`config.mk`:
```
export PLATFORM = sky130hd
export DESIGN_NAME = shuffled_play_order_sequencer_core
export DESIGN_NICKNAME = d
export VERILOG_FILES = /design/src/design/spos_pkg.sv /design/src/design/spos_ram.sv /design/src/design/spos_mod.sv /design/src/design/shuffled_play_order_sequencer_core.sv
export SDC_FILE = /design/constraint.sdc
export NUM_CORES = 2
export LEC_CHECK = 0
export BUFFER_PORTS_ARGS = -buffer_cell sky130_fd_sc_hd__buf_2
export CORE_MARGIN = 2
export CORE_UTILIZATION = 53
export CTS_CLUSTER_DIAMETER = 150
export DETAILED_ROUTE_END_ITERATION = 6
export PLACE_DENSITY = 0.69
export SLEW_MARGIN = 15
export SYNTH_ARGS = -nofsm -noshare
export SYNTH_HDL_FRONTEND = slang
export SYNTH_HIERARCHICAL = 1
export SYNTH_SLANG_ARGS = --single-unit
```
`constraint.sdc`:
```
create_clock -name clk_i -period 38.6 [get_ports clk_i]
set_input_delay 7.72 -clock clk_i [delete_from_list [all_inputs] [get_ports clk_i]]
set_output_delay 7.72 -clock clk_i [all_outputs]
set_load 0.005 [all_outputs]
```
`src/design/spos_pkg.sv`:
```
// Shared types, constants and helpers for the shuffled play-order sequencer.
// No dependencies; imported by spos_mod and the sequencer core.
package spos_pkg;

  localparam int MaxTracks = 255;
  localparam int TrackW    = 8;
  localparam int OrderDepth = 256;
  localparam int RngW      = 32;
  localparam logic [RngW-1:0] SeedMix = 32'h9E37_79B9;

  // Iterative remainder unit: bits retired per cycle and cycle count.
  localparam int ModBitsPerCycle = 2;
  localparam int ModIters        = RngW / ModBitsPerCycle;
  localparam int ModCntW         = $clog2(ModIters);

  // Request codes
  localparam logic [2:0] ReqBegin  = 3'd0;
  localparam logic [2:0] ReqShOn   = 3'd1;
  localparam logic [2:0] ReqShOff  = 3'd2;
  localparam logic [2:0] ReqEnded  = 3'd3;
  localparam logic [2:0] ReqFailed = 3'd4;
  localparam logic [2:0] ReqNext   = 3'd5;
  localparam logic [2:0] ReqPrev   = 3'd6;

  // Step codes
  localparam logic [2:0] StepMoved    = 3'd0;
  localparam logic [2:0] StepSame     = 3'd1;
  localparam logic [2:0] StepStay     = 3'd2;
  localparam logic [2:0] StepFinished = 3'd3;
  localparam logic [2:0] StepNone     = 3'd4;

  // Repeat modes
  localparam logic [1:0] RepOff  = 2'd0;
  localparam logic [1:0] RepOne  = 2'd1;
  localparam logic [1:0] RepLoop = 2'd2;

  // Configuration register indexes
  localparam logic CfgRepeat = 1'b0;
  localparam logic CfgSingle = 1'b1;

  typedef enum logic [3:0] {
    S_IDLE, S_RD_CUR, S_GOT_CUR, S_FILL, S_SH_HEAD, S_SH_FILL, S_GEN, S_MOD,
    S_SW_RA, S_SW_RB, S_SW_WA, S_SW_WB, S_FX_RD, S_FX_CMP, S_RESP, S_OUT
  } state_e;

  // Pending rebuild after the current entry is read
  typedef enum logic [1:0] {OP_SHON, OP_SHOFF, OP_WRAP} op_e;

  // What follows a natural fill
  typedef enum logic {FN_DONE, FN_WRAP} fill_next_e;

  // Swap loop flavor
  typedef enum logic [1:0] {LK_HEAD, LK_WRAP, LK_FIX} loop_kind_e;

  typedef struct packed {
    logic              start;
    logic [RngW-1:0]   dividend;
    logic [TrackW-1:0] divisor;
  } mod_req_t;

  function automatic logic [RngW-1:0] xs_next(input logic [RngW-1:0] x);
    logic [RngW-1:0] y;
    y = x ^ (x << 13);
    y = y ^ (y >> 17);
    y = y ^ (y << 5);
    return y;
  endfunction

  function automatic logic [RngW-1:0] seed_fn(input logic [RngW-1:0] s);
    logic [RngW-1:0] y;
    y = s ^ SeedMix;
    return (y == '0) ? RngW'(1) : y;
  endfunction

endpackage

```
`src/design/spos_ram.sv`:
```
// Generic single-write, single-read synchronous RAM with registered read data.
// No dependencies.
module spos_ram #(
  parameter int Width = 8,
  parameter int Depth = 256
) (
  input  logic                     clk_i,
  input  logic                     we_i,
  input  logic [$clog2(Depth)-1:0] waddr_i,
  input  logic [Width-1:0]         wdata_i,
  input  logic [$clog2(Depth)-1:0] raddr_i,
  output logic [Width-1:0]         rdata_o
);

  logic [Width-1:0] mem_q [Depth];
  logic [Width-1:0] rdata_q;

  always_ff @(posedge clk_i) begin
    if (we_i) begin
      mem_q[waddr_i] <= wdata_i;
    end
    rdata_q <= mem_q[raddr_i];
  end

  assign rdata_o = rdata_q;

endmodule

```
`src/design/spos_mod.sv`:
```
// Iterative remainder unit: 32-bit dividend modulo an 8-bit divisor,
// two bits per cycle. Depends on spos_pkg.
module spos_mod import spos_pkg::*; (
  input  logic              clk_i,
  input  logic              rst_ni,
  input  mod_req_t          req_i,
  output logic              done_o,
  output logic [TrackW-1:0] rem_o
);

  logic               run_q, done_q;
  logic [ModCntW-1:0] cnt_q;
  logic [RngW-1:0]    dvd_q, dvd_d;
  logic [TrackW-1:0]  div_q, rem_q, rem_d;

  always_comb begin
    logic [TrackW:0] t;
    rem_d = rem_q;
    dvd_d = dvd_q;
    for (int k = 0; k < ModBitsPerCycle; k++) begin
      t = {rem_d, dvd_d[RngW-1]};
      if (t >= {1'b0, div_q}) begin
        t = t - {1'b0, div_q};
      end
      rem_d = t[TrackW-1:0];
      dvd_d = dvd_d << 1;
    end
  end

  always_ff @(posedge clk_i or negedge rst_ni) begin
    if (!rst_ni) begin
      run_q  <= 1'b0;
      done_q <= 1'b0;
      cnt_q  <= '0;
    end else if (req_i.start) begin
      run_q  <= 1'b1;
      done_q <= 1'b0;
      cnt_q  <= '0;
    end else if (run_q) begin
      cnt_q <= cnt_q + ModCntW'(1);
      if (cnt_q == ModCntW'(ModIters - 1)) begin
        run_q  <= 1'b0;
        done_q <= 1'b1;
      end
    end else begin
      done_q <= 1'b0;
    end
  end

  always_ff @(posedge clk_i) begin
    if (req_i.start) begin
      dvd_q <= req_i.dividend;
      div_q <= req_i.divisor;
      rem_q <= '0;
    end else if (run_q) begin
      dvd_q <= dvd_d;
      rem_q <= rem_d;
    end
  end

  assign done_o = done_q;
  assign rem_o  = rem_q;

endmodule

```
`src/design/shuffled_play_order_sequencer_core.sv`:
```
// Shuffled play-order sequencer core: play-order table in one RAM, sequencer FSM
// and remainder unit. Depends on spos_pkg, spos_ram and spos_mod.
//
// Usage: raise start with req_type_i, track_count_i, start_position_i and
// seed_i; the word is taken at an edge where busy is low. busy stays high
// until the result, which appears on step_o, position_o and active_o for one
// cycle with done_o high; the receiver cannot stall it. Registers are written
// through cfg_we_i / cfg_idx_i / cfg_data_i (0 repeat mode, 1 single mode),
// and the user must do so only while busy is low; the block does not enforce it.
// A request that only moves the cursor goes through the response and output
// states; the next word can be taken in the cycle after the result.
// A natural fill writes track i + 1 into slot i for every slot below count.
// Every shuffle swap starts the remainder unit, waits on it and then makes
// four RAM accesses on the single read and single write port.
// One request is in work at a time. Reset makes the block inactive with
// shuffle off, both registers zero and the generator at one; the table
// content is undefined and is never read before a begin fills it.
module shuffled_play_order_sequencer_core import spos_pkg::*; (
  input  logic              clk_i,
  input  logic              rst_ni,
  input  logic              start,
  output logic              busy,
  input  logic [2:0]        req_type_i,
  input  logic [TrackW-1:0] track_count_i,
  input  logic [TrackW-1:0] start_position_i,
  input  logic [RngW-1:0]   seed_i,
  output logic              done_o,
  output logic [2:0]        step_o,
  output logic [TrackW-1:0] position_o,
  output logic              active_o,
  input  logic              cfg_we_i,
  input  logic              cfg_idx_i,
  input  logic [1:0]        cfg_data_i
);

  state_e state_q, state_d;
  logic [1:0]        repeat_q;
  logic              single_q;
  logic [TrackW-1:0] cursor_q, cursor_d, count_q, count_d;
  logic              active_q, active_d, shuffle_q, shuffle_d;
  logic [RngW-1:0]   rng_q, rng_d, seed_q, seed_d;
  op_e               op_q, op_d;
  fill_next_e        fn_q, fn_d;
  loop_kind_e        kind_q, kind_d;
  logic [TrackW-1:0] head_q, head_d, last_q, last_d, cnt_q, cnt_d, n_q, n_d;
  logic [TrackW-1:0] idx_q, idx_d, j_q, j_d, va_q, va_d;
  logic [2:0]        step_q, step_d;

  logic              ram_we;
  logic [TrackW-1:0] ram_waddr, ram_wdata, ram_raddr, ram_rdata;
  mod_req_t          mod_req;
  logic              mod_done;
  logic [TrackW-1:0] mod_rem;

  spos_ram #(.Width(TrackW), .Depth(OrderDepth)) u_order (
    .clk_i  (clk_i),
    .we_i   (ram_we),
    .waddr_i(ram_waddr),
    .wdata_i(ram_wdata),
    .raddr_i(ram_raddr),
    .rdata_o(ram_rdata)
  );

  spos_mod u_mod (
    .clk_i (clk_i),
    .rst_ni(rst_ni),
    .req_i (mod_req),
    .done_o(mod_done),
    .rem_o (mod_rem)
  );

  always_comb begin
    logic more_left, do_wrap, on;
    logic [RngW-1:0] r;
    state_d   = state_q;
    cursor_d  = cursor_q;
    count_d   = count_q;
    active_d  = active_q;
    shuffle_d = shuffle_q;
    rng_d     = rng_q;
    seed_d    = seed_q;
    op_d      = op_q;
    fn_d      = fn_q;
    kind_d    = kind_q;
    head_d    = head_q;
    last_d    = last_q;
    cnt_d     = cnt_q;
    n_d       = n_q;
    idx_d     = idx_q;
    j_d       = j_q;
    va_d      = va_q;
    step_d    = step_q;
    ram_we    = 1'b0;
    ram_waddr = cnt_q;
    ram_wdata = cnt_q + TrackW'(1);
    ram_raddr = cursor_q;
    mod_req   = '0;
    more_left = ({1'b0, cursor_q} + 9'd1) < {1'b0, count_q};
    do_wrap   = 1'b0;
    on        = (req_type_i == ReqShOn);
    r         = xs_next(rng_q);

    unique case (state_q)
      S_IDLE: begin
        if (start) begin
          seed_d  = seed_i;
          step_d  = StepNone;
          state_d = S_RESP;
          unique case (req_type_i)
            ReqBegin: begin
              if (track_count_i != '0 && track_count_i <= TrackW'(MaxTracks) &&
                  start_position_i != '0 && start_position_i <= track_count_i) begin
                count_d  = track_count_i;
                active_d = 1'b1;
                if (shuffle_q) begin
                  rng_d    = seed_fn(seed_i);
                  head_d   = start_position_i;
                  cursor_d = '0;
                  state_d  = S_SH_HEAD;
                end else begin
                  cursor_d = start_position_i - TrackW'(1);
                  cnt_d    = '0;
                  fn_d     = FN_DONE;
                  state_d  = S_FILL;
                end
              end
            end
            ReqShOn, ReqShOff: begin
              if (on != shuffle_q) begin
                shuffle_d = on;
                if (active_q) begin
                  op_d    = on ? OP_SHON : OP_SHOFF;
                  state_d = S_RD_CUR;
                end
              end
            end
            ReqEnded, ReqFailed, ReqNext, ReqPrev: begin
              if (!active_q) begin
                step_d = StepFinished;
              end else begin
                step_d = StepMoved;
                unique case (req_type_i)
                  ReqEnded: begin
                    if (single_q) begin
                      if (repeat_q == RepOff) begin
                        active_d = 1'b0;
                        step_d   = StepFinished;
                      end else begin
                        step_d = StepSame;
                      end
                    end else if (repeat_q == RepOne) begin
                      step_d = StepSame;
                    end else if (more_left) begin
                      cursor_d = cursor_q + TrackW'(1);
                    end else if (repeat_q == RepLoop) begin
                      do_wrap = 1'b1;
                    end else begin
                      active_d = 1'b0;
                      step_d   = StepFinished;
                    end
                  end
                  ReqFailed: begin
                    if (single_q) begin
                      active_d = 1'b0;
                      step_d   = StepFinished;
                    end else if (more_left) begin
                      cursor_d = cursor_q + TrackW'(1);
                    end else begin
                      do_wrap = 1'b1;
                    end
                  end
                  ReqNext: begin
                    if (more_left) begin
                      cursor_d = cursor_q + TrackW'(1);
                    end else if (repeat_q != RepOff) begin
                      do_wrap = 1'b1;
                    end else begin
                      step_d = StepStay;
                    end
                  end
                  default: begin
                    if (cursor_q != '0) begin
                      cursor_d = cursor_q - TrackW'(1);
                    end else if (repeat_q != RepOff) begin
                      cursor_d = count_q - TrackW'(1);
                    end else begin
                      step_d = StepSame;
                    end
                  end
                endcase
                if (do_wrap) begin
                  if (shuffle_q) begin
                    op_d    = OP_WRAP;
                    state_d = S_RD_CUR;
                  end else begin
                    cursor_d = '0;
                  end
                end
              end
            end
            default: ;
          endcase
        end
      end
      S_RD_CUR: begin
        state_d = S_GOT_CUR;
      end
      S_GOT_CUR: begin
        cnt_d = '0;
        unique case (op_q)
          OP_SHON: begin
            rng_d    = seed_fn(seed_q);
            head_d   = ram_rdata;
            cursor_d = '0;
            state_d  = S_SH_HEAD;
          end
          OP_SHOFF: begin
            cursor_d = ram_rdata - TrackW'(1);
            fn_d     = FN_DONE;
            state_d  = S_FILL;
          end
          default: begin
            last_d   = ram_rdata;
            rng_d    = seed_fn(seed_q);
            cursor_d = '0;
            fn_d     = FN_WRAP;
            state_d  = S_FILL;
          end
        endcase
      end
      S_FILL: begin
        ram_we = 1'b1;
        cnt_d  = cnt_q + TrackW'(1);
        if (cnt_q == count_q - TrackW'(1)) begin
          if (fn_q == FN_WRAP && count_q > TrackW'(1)) begin
            idx_d   = count_q - TrackW'(1);
            kind_d  = LK_WRAP;
            state_d = S_GEN;
          end else begin
            state_d = S_RESP;
          end
        end
      end
      S_SH_HEAD: begin
        ram_we    = 1'b1;
        ram_waddr = '0;
        ram_wdata = head_q;
        cnt_d     = TrackW'(1);
        n_d       = TrackW'(1);
        state_d   = S_SH_FILL;
      end
      S_SH_FILL: begin
        // cnt_q walks the track numbers, n_q the next free slot
        ram_waddr = n_q;
        ram_wdata = cnt_q;
        if (cnt_q != head_q) begin
          ram_we = 1'b1;
          n_d    = n_q + TrackW'(1);
        end
        cnt_d = cnt_q + TrackW'(1);
        if (cnt_q == count_q) begin
          if (count_q > TrackW'(2)) begin
            idx_d   = count_q - TrackW'(1);
            kind_d  = LK_HEAD;
            state_d = S_GEN;
          end else begin
            state_d = S_RESP;
          end
        end
      end
      S_GEN: begin
        rng_d            = r;
        mod_req.start    = 1'b1;
        mod_req.dividend = r;
        unique case (kind_q)
          LK_HEAD: mod_req.divisor = idx_q;
          LK_WRAP: mod_req.divisor = idx_q + TrackW'(1);
          default: mod_req.divisor = count_q - TrackW'(1);
        endcase
        state_d = S_MOD;
      end
      S_MOD: begin
        if (mod_done) begin
          j_d     = (kind_q == LK_WRAP) ? mod_rem : mod_rem + TrackW'(1);
          state_d = S_SW_RA;
        end
      end
      S_SW_RA: begin
        ram_raddr = idx_q;
        state_d   = S_SW_RB;
      end
      S_SW_RB: begin
        ram_raddr = j_q;
        va_d      = ram_rdata;
        state_d   = S_SW_WA;
      end
      S_SW_WA: begin
        ram_we    = 1'b1;
        ram_waddr = idx_q;
        ram_wdata = ram_rdata;
        state_d   = S_SW_WB;
      end
      S_SW_WB: begin
        ram_we    = 1'b1;
        ram_waddr = j_q;
        ram_wdata = va_q;
        idx_d     = idx_q - TrackW'(1);
        unique case (kind_q)
          LK_HEAD: state_d = (idx_q > TrackW'(2)) ? S_GEN : S_RESP;
          LK_WRAP: state_d = (idx_q > TrackW'(1)) ? S_GEN : S_FX_RD;
          default: state_d = S_RESP;
        endcase
      end
      S_FX_RD: begin
        ram_raddr = '0;
        state_d   = S_FX_CMP;
      end
      S_FX_CMP: begin
        // keep the track that just played off the new head
        if (ram_rdata == last_q) begin
          idx_d   = '0;
          kind_d  = LK_FIX;
          state_d = S_GEN;
        end else begin
          state_d = S_RESP;
        end
      end
      S_RESP: begin
        state_d = S_OUT;
      end
      S_OUT: begin
        state_d = S_IDLE;
      end
      default: state_d = S_IDLE;
    endcase
  end

  always_ff @(posedge clk_i or negedge rst_ni) begin
    if (!rst_ni) begin
      state_q   <= S_IDLE;
      repeat_q  <= RepOff;
      single_q  <= 1'b0;
      cursor_q  <= '0;
      count_q   <= '0;
      active_q  <= 1'b0;
      shuffle_q <= 1'b0;
      rng_q     <= RngW'(1);
    end else begin
      state_q   <= state_d;
      cursor_q  <= cursor_d;
      count_q   <= count_d;
      active_q  <= active_d;
      shuffle_q <= shuffle_d;
      rng_q     <= rng_d;
      if (cfg_we_i) begin
        unique case (cfg_idx_i)
          CfgRepeat: repeat_q <= cfg_data_i;
          default:   single_q <= cfg_data_i[0];
        endcase
      end
    end
  end

  always_ff @(posedge clk_i) begin
    seed_q <= seed_d;
    op_q   <= op_d;
    fn_q   <= fn_d;
    kind_q <= kind_d;
    head_q <= head_d;
    last_q <= last_d;
    cnt_q  <= cnt_d;
    n_q    <= n_d;
    idx_q  <= idx_d;
    j_q    <= j_d;
    va_q   <= va_d;
    step_q <= step_d;
  end

  assign busy       = (state_q != S_IDLE);
  assign done_o     = (state_q == S_OUT);
  assign step_o     = step_q;
  assign active_o   = active_q;
  assign position_o = active_q ? ram_rdata : '0;

  a_accept_busy: assert property (@(posedge clk_i) disable iff (!rst_ni)
    start && !busy |=> busy) else $error("accepted word did not raise busy");

  a_done_idle: assert property (@(posedge clk_i) disable iff (!rst_ni)
    done_o |=> !busy) else $error("busy after result word");

  a_pos_nonzero: assert property (@(posedge clk_i) disable iff (!rst_ni)
    done_o && active_o |-> position_o != '0) else $error("active with empty position");

  a_cursor_range: assert property (@(posedge clk_i) disable iff (!rst_ni)
    active_q && !busy |-> cursor_q < count_q) else $error("cursor past count");

  a_mod_state: assert property (@(posedge clk_i) disable iff (!rst_ni)
    mod_done |-> state_q == S_MOD) else $error("remainder done outside wait");

endmodule
```
==> summary.txt <==
Floorplanning
  • Cell Rows: 153
  • DIE HEIGHT: 423.4 µm
  • Die width: 423.4 µm
  • Ports: a little over 70
  • Die area: around 0.18 mm²
  • CORE AREA: between 0.15 and 0.2 mm²
  • Starting Density: between 50% and 60%

Global routing
  • First-pass GRT wire length: roughly 340000 µm
  • Largest net degree at the start of global routing: 217
  • GR Overflow Total: 0
  • Initial antenna violation count: 4
  • Global Route Usage Sum: 25.66%
  • Vias in the first global route: between 40k and 50k

Logic synthesis
  • Largest cells by area after synthesis: edfxtp_1 70%, mux4_2 11%, nor2_1 1.8%
  • Number of synthesized flops with an enable pin: 2184
  • Distinct cells, synth: 105
  • Top cells by count, synth: 2184 x edfxtp_1, 454 x mux4_2, 435 x nor2_1, 164 x clkbuf_1, 163 x nand2_1
  • Post-synth top area share: 70.36%
  • Synth Area in Compound Gates: roughly 5.4%
  • Syn Inst Count: 5145
  • Synth area leader: edfxtp_1
  • Post-synthesis xor/xnor area fraction: 1.522%
  • Mux cell area share after synthesis: about an eighth
  • Synthesized area: approximately 0.093 mm²
  • Syn nets: around 5.3k
  • Async set or reset register ratio after synthesis: 2.784%
  • Post-Synth Adder-Cell Area: 0.6873%
  • Synth Area in Simple Gates: 4.686%
  • Ys flop type: edfxtp_1
  • Count leader, synth: edfxtp_1
  • Yosys reg bits: about 2.3k
  • Synthesis Warnings: 6
  • Share of the yosys chip area belonging to registers: 72.40%
  • Largest family of logic cells by synthesized area: multiplexers
  • Syn Area/Cell: between 15 and 20 µm²

Power and ir drop
  • Max rail drop VDD: 0.1544 mV
  • P_int: 5.795 mW
  • Clock Power Share: 22.7%
  • Seq pwr share: between 30% and 40%
  • Cell leakage power: 32.14 nW
  • Logic gate share of total power: 37.6%
  • Pwr dens: between 80 and 90 mW/mm²
  • Switching power total: 3.446 mW
  • Sw Share: 37.29%

Timing
  • Max Freq: 93.71 MHz
  • Final Hold Viols: 0
  • Worst slew pin tran: 1346 ps
  • Fin crit period: around 11000 ps
  • Post-route setup TNS: 0 ps
  • Period utilisation layout: 27.65%
  • Setup Viol. Count Final: 0
  • Clock skew: 30.49 ps
  • Setup WS post-layout: 27930 ps
  • RSZ-0062 raised after global routing: no
  • Rel. slew slack: 10.05%
  • Final Slew Violations: 0

Placement
  • Dpl ws: 28130 ps
  • I/O Buffers: between 70 and 80
  • RD Place Congestion: 0.9009
  • Post-DP HPWL: around 140000 µm
  • DP Area: 0.09576 mm²

Detailed routing
  • DRT iter0 DRCs: slightly above 7k
  • Residual DRC: 2
  • Final ANT Viol Nets: 0
  • TritonRoute pass-1 iters: 7
  • DRT Wirelength: 230100 µm
  • Wire per inst: 29.69 µm
  • Vias: 50.12k
  • Vias/cell: 6.467

Clock network
  • Clock latency on the worst-skew pair: 850 ps
  • Htree depth: 4
  • Root Buffer Master: clkbuf_16
  • Setup bufs post-CTS: 0
  • Hold_buf cts: 0
  • Cts bufs inserted: 221
  • CTS clk-pin slew, worst paths: 70 ps
  • CTS Sinks: 2263
  • CTS tree: built
  • Bufs on Longest Clock Path: 3
  • Post_cts resized: 0

Run status
  • Failing checks: DRC
  • Outcome: complete, but fails checks

Run
  • Max-Cap Viols: 0

Final layout
  • Final core area utilization: 58.98%
  • Multi-input logic area: roughly 0.024 mm²
  • Final instance area: 0.1029 mm²
  • Share of layout cells above drive strength 1: 19.34%
  • FF/Latch Area: 0.06748 mm²
  • Fillers: 12.64k
  • Area growth syn-to-layout: 10.35%
  • Layout Nets: 5340

Critical path
  • CP endpoint kind: primary output
  • Kind of critical path: reg -> out
  • CP max FO: 21
  • CP arrival: 2950 ps
  • Startpoint class of the critical path: flip-flop
  • CP required: 30880 ps

Min path
  • Min-delay worst type: reg -> reg
==> worst max-delay path, cell delays in order (launching register included) <==
cell and delay (ps):
dfrtp_1 610, or2_2 430, nor3_1 370, clkinv_1 420
buf_2 270
==> metal layers <==
layer  track usage [%]  part of all wire [%]  vias to the layer above
li1                  -                     -                    21029
met1             36.66                    40                    26039
met2             39.96                    47                     2626
met3             5.323                   9.8                      423
met4             8.221                   3.0                        4
met5                 0                 0.010                        -
==> power groups by stage <==
stage                     Combinational [mW]  Clock [mW]  Sequential (mW)
after floorplan                         2.21           0             3.97
after global placement                  3.37           0             3.71
after detailed placement                3.43           0             3.71
after CTS                               3.44        2.13             3.66
after global routing                    3.68        2.22             3.68
final                                   3.47        2.10             3.67
==> metrics by stage <==
step	instances	power, mW	hold WS (ps)
detailed placement	7334	7.145	495.9
CTS	7745	9.233	508.9
global placement	7333	7.081	492.7
finish	7750	9.242	507.9
floorplan	5145	6.179	423.7
global route	7745	9.578	526.3
==> cells by family after synthesis <==
group,count (synthesis)
xor gates and xnor gates,162
adders and majority gates,50
DFF,2263
buffers and inverters,380
muxes,640
and+or+nand+nor,935
AOI/OAI and AO/OA,715
==> worst paths after layout <==
| path | start | endpoint | slack [ps] | cells past startpoint |
|---|---|---|---|---|
| min in group asynchronous | rst_ni | rng_q[28] | 7070 | 2 |
| worst max-delay path | state_q[2] | busy | 27930 | 4 |
| max in group asynchronous | rst_ni | repeat_q[0] | 30950 | 2 |
| worst min register to register | rng_q[0] | rng_q[0] | 510 | 2 |
| worst max register to register | state_q[1] | u_order/rdata_o[1] | 30660 | 13 |
| worst min-delay path | rng_q[0] | rng_q[0] | 510 | 2 |
==> placed cells by master (no fill, tap or decap), types with 37 or more instances in the layout <==
cell,instances
a21oi_1,142
a22oi_1,148
buf_2,71
buf_4,94
clkbuf_1,46
clkbuf_16,226
clkinv_1,63
clkinv_2,37
dfrtp_1,62
edfxtp_1,2184
ha_1,48
inv_1,61
mux2_2,43
mux2i_1,141
mux4_2,454
nand2_1,163
nand3_1,66
nor2_1,432
nor2b_1,40
nor3_1,41
o21ai_0,82
o221ai_1,53
o22ai_1,62
xnor2_1,101
xor2_1,61
==> registers in the layout, summed over array words and instances, names as in the netlist, 32 cells and up <==
signal and cells:
seed_q 32, u_mod/dvd_q 32, rng_q 32, u_order/mem_q 2048
==> cell type report <==
| type | count | area share [%] |
|---|---|---|
| sequential | 2263 | 65.61 |
| inverter | 69 | 0.2676 |
| multi-input combinational | 2502 | 23.20 |
| timing repair buffer | 175 | 1.225 |
| tap | 2325 | 2.828 |
| clock buffer | 272 | 5.666 |
| antenna | 5 | 0.01216 |
| clock inverter | 139 | 1.199 |
(Power assumes the default switching activity.)
